<file path="config.mk">
export PLATFORM = sky130hd
export DESIGN_NAME = sliding_window_median_core
export DESIGN_NICKNAME = d
export VERILOG_FILES = /design/src/rtl/swm_pkg.sv /design/src/rtl/sliding_window_median_core.sv
export SDC_FILE = /design/constraint.sdc
export NUM_CORES = 1
export LEC_CHECK = 0
export BUFFER_PORTS_ARGS = -buffer_cell sky130_fd_sc_hd__buf_2
export CAP_MARGIN = 10
export CORE_UTILIZATION = 45
export CTS_CLUSTER_SIZE = 8
export DETAILED_ROUTE_END_ITERATION = 8
export SLEW_MARGIN = 20
export SYNTH_ARGS = -nofsm -noshare
export SYNTH_HDL_FRONTEND = slang
export SYNTH_SLANG_ARGS = --single-unit
</file>
<file path="constraint.sdc">
create_clock -name i_clk -period 7.6 [get_ports i_clk]
set_input_delay 0.38 -clock i_clk [delete_from_list [all_inputs] [get_ports i_clk]]
set_output_delay 0.38 -clock i_clk [all_outputs]
set_load 0.03 [all_outputs]
</file>
<file path="src/rtl/swm_pkg.sv">
// ----------------------------------------------------------------------------
// Sliding window median package
// Field widths and default sizing shared by the core and its checker.
// ----------------------------------------------------------------------------
package swm_pkg;

    localparam int SWM_MAX_WINDOW   = 16;
    localparam int SWM_RESET_WINDOW = 5;
    localparam int SAMPLE_W         = 16;
    localparam int SIZE_W           = 5;

    typedef logic [SAMPLE_W-1:0] t_sample;
    typedef logic [SIZE_W-1:0]   t_size;

endpackage

</file>
<file path="src/rtl/sliding_window_median_core.sv">
// ----------------------------------------------------------------------------
// Sliding window median core
// Running median of the last window_size unsigned 16-bit samples.
// ----------------------------------------------------------------------------
// Input channel: i_valid / o_stall carry one sample word, taken at an edge
// with i_valid high and o_stall low. Output channel: o_valid / i_stall carry
// the median and the fill count; the word holds while i_stall is high.
// The window is kept sorted in one single-port-read memory of {value, age}
// entries. A sample that finds the window full first costs a scan of N reads
// that removes the oldest entry and closes the gap, then a downward walk of
// at most N - 1 reads shifts larger entries up before the new one is placed.
// Here N is the window size. A sample passes the start step, the drop scan
// when the window is full, the walk when it holds entries, placement, the
// median read and the output latch. The next sample can be taken in the
// cycle after the previous result is registered; one sample is in flight at a
// time and o_stall stays high while it is worked on.
// The output register lets the next sample enter while a result waits; a
// finished median waits in its final step if the previous word is stalled.
// Writing i_cfg_we empties the window and sets the size (0 reads as 1,
// larger than MAX_WINDOW reads as MAX_WINDOW); only write it while idle.
// Reset (i_rst_n low, synchronous) empties the window, sets the size to 5
// (clamped) and drops any pending output word. No memory clearing is needed.
// ----------------------------------------------------------------------------
module sliding_window_median_core #(
    parameter int MAX_WINDOW = swm_pkg::SWM_MAX_WINDOW
) (
    input  logic             i_clk,
    input  logic             i_rst_n,
    input  logic             i_valid,
    output logic             o_stall,
    input  swm_pkg::t_sample i_sample,
    output logic             o_valid,
    input  logic             i_stall,
    output swm_pkg::t_sample o_median,
    output swm_pkg::t_size   o_fill_count,
    input  logic             i_cfg_we,
    input  swm_pkg::t_size   i_cfg_data
);
    import swm_pkg::*;

    localparam int IW  = (MAX_WINDOW > 1) ? $clog2(MAX_WINDOW) : 1;
    localparam int AW  = IW;
    localparam int CWR = $clog2(MAX_WINDOW + 1);
    localparam int CW  = (CWR > SIZE_W) ? CWR : SIZE_W;
    localparam int EW  = SAMPLE_W + AW;

    localparam logic [CW-1:0] MAX_CNT  = CW'(MAX_WINDOW);
    localparam logic [CW-1:0] RESET_WS = (SWM_RESET_WINDOW > MAX_WINDOW) ?
                                         CW'(MAX_WINDOW) : CW'(SWM_RESET_WINDOW);

    localparam logic [2:0] S_IDLE  = 3'd0;
    localparam logic [2:0] S_START = 3'd1;
    localparam logic [2:0] S_DROP  = 3'd2;
    localparam logic [2:0] S_INS   = 3'd3;
    localparam logic [2:0] S_PLACE = 3'd4;
    localparam logic [2:0] S_MED   = 3'd5;
    localparam logic [2:0] S_LATCH = 3'd6;

    logic [EW-1:0] r_mem [MAX_WINDOW];
    logic [EW-1:0] r_rdata;

    logic [2:0]    r_state, n_state;
    logic [CW-1:0] r_held, n_held;
    logic [CW-1:0] r_ws, n_ws;
    logic [CW-1:0] r_ra, n_ra;
    logic [CW-1:0] r_di, n_di;
    logic [CW-1:0] r_wpos, n_wpos;
    logic          r_dv, n_dv;
    logic          r_iss, n_iss;
    logic          r_found, n_found;
    t_sample       r_sample, n_sample;
    logic          r_out_valid, n_out_valid;
    t_sample       r_out_median, n_out_median;
    t_size         r_out_count, n_out_count;

    logic          w_we;
    logic [IW-1:0] w_wa;
    logic [EW-1:0] w_wd;
    logic [CW-1:0] w_cfg_ext;
    logic [CW-1:0] w_cfg_ws;
    logic [CW-1:0] w_held_dn;
    logic [CW-1:0] w_held_up;
    logic [CW-1:0] w_di_dn;
    logic [CW-1:0] w_di_up;
    t_sample       w_rd_value;
    logic [AW-1:0] w_rd_age;

    assign w_cfg_ext  = CW'(i_cfg_data);
    assign w_cfg_ws   = (w_cfg_ext == '0) ? CW'(1) :
                        ((w_cfg_ext > MAX_CNT) ? MAX_CNT : w_cfg_ext);
    assign w_held_dn  = r_held - CW'(1);
    assign w_held_up  = r_held + CW'(1);
    assign w_di_dn    = r_di - CW'(1);
    assign w_di_up    = r_di + CW'(1);
    assign w_rd_value = r_rdata[EW-1:AW];
    assign w_rd_age   = r_rdata[AW-1:0];

    always_comb begin
        n_state      = r_state;
        n_held       = r_held;
        n_ws         = r_ws;
        n_ra         = r_ra;
        n_di         = r_di;
        n_wpos       = r_wpos;
        n_dv         = 1'b0;
        n_iss        = r_iss;
        n_found      = r_found;
        n_sample     = r_sample;
        n_out_valid  = r_out_valid;
        n_out_median = r_out_median;
        n_out_count  = r_out_count;
        w_we         = 1'b0;
        w_wa         = r_di[IW-1:0];
        w_wd         = r_rdata;

        if (r_out_valid && !i_stall) begin
            n_out_valid = 1'b0;
        end

        case (r_state)
            S_IDLE: begin
                if (i_valid) begin
                    n_sample = i_sample;
                    n_state  = S_START;
                end
            end
            S_START: begin
                if (r_held >= r_ws) begin
                    n_state = S_DROP;
                    n_ra    = '0;
                    n_iss   = 1'b1;
                    n_found = 1'b0;
                end else if (r_held == '0) begin
                    n_wpos  = '0;
                    n_state = S_PLACE;
                end else begin
                    n_state = S_INS;
                    n_ra    = w_held_dn;
                    n_iss   = 1'b1;
                end
            end
            S_DROP: begin
                // reads run one entry ahead of the write-back
                if (r_iss) begin
                    n_di = r_ra;
                    n_dv = 1'b1;
                    if (r_ra == w_held_dn) begin
                        n_iss = 1'b0;
                    end else begin
                        n_ra = r_ra + CW'(1);
                    end
                end
                if (r_dv) begin
                    if (!r_found && (w_rd_age == '0)) begin
                        n_found = 1'b1;
                    end else begin
                        w_we = 1'b1;
                        w_wa = r_found ? w_di_dn[IW-1:0] : r_di[IW-1:0];
                        w_wd = {w_rd_value, w_rd_age - AW'(1)};
                    end
                    if (r_di == w_held_dn) begin
                        n_held  = w_held_dn;
                        n_state = S_START;
                    end
                end
            end
            S_INS: begin
                // walk down from the top, moving larger entries up one slot
                if (r_iss) begin
                    n_di = r_ra;
                    n_dv = 1'b1;
                    if (r_ra == '0) begin
                        n_iss = 1'b0;
                    end else begin
                        n_ra = r_ra - CW'(1);
                    end
                end
                if (r_dv) begin
                    if (w_rd_value > r_sample) begin
                        w_we = 1'b1;
                        w_wa = w_di_up[IW-1:0];
                        w_wd = r_rdata;
                        if (r_di == '0) begin
                            n_wpos  = '0;
                            n_iss   = 1'b0;
                            n_state = S_PLACE;
                        end
                    end else begin
                        n_wpos  = w_di_up;
                        n_iss   = 1'b0;
                        n_state = S_PLACE;
                    end
                end
            end
            S_PLACE: begin
                w_we    = 1'b1;
                w_wa    = r_wpos[IW-1:0];
                w_wd    = {r_sample, r_held[AW-1:0]};
                n_held  = w_held_up;
                n_ra    = w_held_up >> 1;
                n_state = S_MED;
            end
            S_MED: begin
                n_state = S_LATCH;
            end
            S_LATCH: begin
                if (!r_out_valid || !i_stall) begin
                    n_out_valid  = 1'b1;
                    n_out_median = w_rd_value;
                    n_out_count  = r_held[SIZE_W-1:0];
                    n_state      = S_IDLE;
                end
            end
            default: begin
                n_state = S_IDLE;
            end
        endcase

        if (i_cfg_we) begin
            n_ws   = w_cfg_ws;
            n_held = '0;
        end
    end

    // window memory, registered read
    always_ff @(posedge i_clk) begin
        if (w_we) begin
            r_mem[w_wa] <= w_wd;
        end
        r_rdata <= r_mem[r_ra[IW-1:0]];
    end

    always_ff @(posedge i_clk) begin
        if (!i_rst_n) begin
            r_state     <= S_IDLE;
            r_held      <= '0;
            r_ws        <= RESET_WS;
            r_dv        <= 1'b0;
            r_iss       <= 1'b0;
            r_out_valid <= 1'b0;
        end else begin
            r_state     <= n_state;
            r_held      <= n_held;
            r_ws        <= n_ws;
            r_dv        <= n_dv;
            r_iss       <= n_iss;
            r_out_valid <= n_out_valid;
        end
    end

    always_ff @(posedge i_clk) begin
        r_ra         <= n_ra;
        r_di         <= n_di;
        r_wpos       <= n_wpos;
        r_found      <= n_found;
        r_sample     <= n_sample;
        r_out_median <= n_out_median;
        r_out_count  <= n_out_count;
    end

    assign o_stall      = (r_state != S_IDLE);
    assign o_valid      = r_out_valid;
    assign o_median     = r_out_median;
    assign o_fill_count = r_out_count;

endmodule

</file>
==> run summary <==
Status: completed
Initial antenna violation count: 0
CTS tree: done
Fin cells: 1,745
DIE HEIGHT: 196.6 um
Met1 wire length: 19,220 um
Layout cells sized above 1: 19.27%
Register area: 11,890 sq um
Switching share of power: 35.13%
Reg clk slew, reported paths: 50 ps
Fin. max-slew vios: 0
Slowest Stage Delay on Critical Path: 530 ps
Number of max-cap violations: 0
H-tree depth: 2
Post-Synthesis Cells: 1,089
GP Congestion: 0.8616
Final setup viols: 0
Distinct cells, synth: 75
Iteration-0 DRC count of the detailed router: 857
Global route total overflow: 0
Final Cell Area: 19,930 sq um
Slowest cell on crit path: a311oi_4
Layout fillers: 3,018
Primary FF master, synth: edfxtp_1
# IOs: 49
Critical path type: reg2reg
Largest family of logic cells by synthesized area: multiplexers
Warnings from Yosys: 0
Post-CTS Resized: 0
Met2 wire len: 18,400 um
Worst Hold Class: in2reg
Clock share of power: 27.4%
Area of the multi-input gates: 4911 sq um
Final setup TNS: 0 ps
CTS Sinks: 408
Final worst clock skew: 23.32 ps
Most frequent cells after synthesis: edfxtp_1, mux2i_1, nand2_1
Worst rel slew slack: 28.43%
Simple-gate share of the synthesized area: 6.034%
Final min period: 3632 ps
CTS root buf: clkbuf_16
Most instantiated library cell after synthesis: edfxtp_1
Worst setup EP type: register
Number of global-route vias before repair: 9,875
Final ANT Viol Nets: 0
Worst Hold Margin: 51.82 ps
Post-synth EDFFs: 372
Fin. Hold Viols: 0
Power Dens Cells: 420.9 nW/um^2
Worst path cell trace: inv_1 > ha_1 > nand4_2 > a2111o_1 > a311oi_4 > nand2_2 > a221o_2 > nor4_2 > buf_4
Post-synthesis compound-gate area fraction: 7.920%
TritonCTS Buffers: 57
Static Leak: 7.093 nW
Core ar.: 36,960 sq um
XOR/XNOR share of the synthesized area: 1.600%
Tot Pwr: 8.389 mW
Vias per inst: 5.679
Startpoint Class: register
Post-DP HPWL: 25,960 um
Critical path data arrival time: 3900 ps
Yosys reg bits: 408
Peak VDD IR: 0.0002160 V
Total number of vias: 9,909
Hold buffer count at CTS: 16
Row count: 70
Synthesized cell area: 17,050 sq um
DR top layer: met4
Placed Area: 18,140 sq um
Portion of netlist area occupied by mux cells: 10.16%
Final period util: 47.79%
Synth Net Count: 1,147
Int Power: 5.443 mW
Die width: 196.6 um
Routed Wire Length: 41,170 um
I/O Buffers: 48
Wire length on met3: 2756 um
RSZ-0062 raised after global routing: false
Initial Util: 46.12%
Largest area contributor in the synthesized netlist: edfxtp_1
Synth top area share: 65.54%
Largest net degree at the start of global routing: 51
Worst R2R Setup Slack: 3970 ps
Longest Clk Path Bufs: 3
Clk Latency, worst-skew pair: 600 ps
Fmax: 0.2753 GHz
Wire per inst: 23.59 um
Drt pass-1 iters: 4
Number of cells in the design after placement: 1,633
Ranking of synthesized cells by area: edfxtp_1, mux4_2, mux2i_1, dfxtp_1, ha_1
Switch Pwr: 2.947 mW
Asr flop ratio synth: 0%
First-pass GRT wire length: 61,780 um
Die area: 38,660 sq um
Layout Nets: 1,263
Adder-Cell Fraction of Synth Area: 2.393%
Drt drc: 0
Required @ worst endpoint: 7860 ps
Tightest Pin Transition: 1074 ps
Mean Syn Cell Area: 15.65 sq um
Setup repair bufs after CTS: 0
Total track usage: 21.89%
Comb pwr share: 33.8%
Seq pwr share: 38.9%
Sequential fraction of the synthesis area: 69.76%
Syn-to-layout area delta: 16.94%
Crit Path Max Fanout: 20
[flip-flops by register name, summed over array words and instances (netlist names)]
signal        cells
r_wpos            4
r_sample         16
r_rdata          20
o_valid           1
r_iss             1
r_found           1
r_di              5
r_ws              5
r_state           3
r_ra              5
r_mem           320
r_held            5
o_median         16
o_fill_count      5
r_dv              1
[worst max-delay path, delay by kind of cell (launching register included)]
family	cells	cell delay [ps]
AOI/OAI and AO/OA	3	1540
buffers and inverters	2	420
DFF	1	320
adders and majority gates	1	340
and+or+nand+nor	3	690
[through the flow]
| stage | setup WS [ps] | utilization, % |
|---|---|---|
| 4_1_cts | 3948 | 53.89 |
| 3_5_place_dp | 3979 | 49.07 |
| 5_1_grt | 3829 | 53.92 |
| 3_3_place_gp | 4027 | 49.07 |
| 2_1_floorplan | 2905 | - |
| 6_report | 3968 | 53.93 |
[path summary, 6_finish.rpt]
kind | start | end | depth (start not counted)
max reg2reg | r_sample[15]$_DFFE_PP_ | r_mem[4][14]$_DFFE_PP_ | 9
min reg2reg | r_rdata[4]$_DFF_P_ | o_median[0]$_DFFE_PP_ | 0
max | r_sample[15]$_DFFE_PP_ | r_mem[4][14]$_DFFE_PP_ | 9
min | i_cfg_data[2] | r_ws[2]$_SDFFE_PN1P_ | 3
[cell usage in the layout, fill, tap and decap left out, types with 16 or more instances in the layout]
cell and count:
edfxtp_1 372, mux2i_1 83, nand2_1 81, clkbuf_16 58, o21ai_0 49, buf_2 48, nor2_1 46, buf_4 46
a21oi_1 44, mux4_2 40, dfxtp_1 36, clkbuf_1 33, inv_1 31, ha_1 31, a22oi_1 24, a221oi_1 22
xnor2_1 18, dlygate4sd3_1 16
[cell families (layout without fill, tap and decap cells)]
family,after synthesis,in the layout
simple gates,212,212
flops,408,408
fa+ha+maj,32,32
other cells,0,1
xor+xnor,28,28
buf+inv,87,238
mux,123,123
compound gates,199,199
[final cells by class]
cell class              count  share of cell area [%]
flip-flops and latches    408                   59.66
multi-input cells         594                   24.64
clock buffers              91                   7.903
repair buffers            111                   3.779
well taps                 504                   3.164
inverters                  33                  0.6214
clock inverters             3                  0.2260
diodes                      1                 0.01255
[layer usage]
| metal | GRT usage (%) | vias up |
|---|---|---|
| met4 | 6.403 | 0 |
| met1 | 32.35 | 5006 |
| met2 | 32.66 | 347 |
| met5 | 0 | - |
| met3 | 4.637 | 51 |
| li1 | - | 4505 |
[power by group through the flow]
stage | Combinational (mW) | Sequential [mW] | Clock, mW
floorplan | 1.78 | 3.23 | 0
global placement | 2.76 | 3.29 | 0
detailed placement | 2.80 | 3.30 | 0
CTS | 2.82 | 3.26 | 2.34
global route | 3.07 | 3.28 | 2.43
finish | 2.83 | 3.26 | 2.30
No activity file was read; power rests on OpenSTA's default activity.
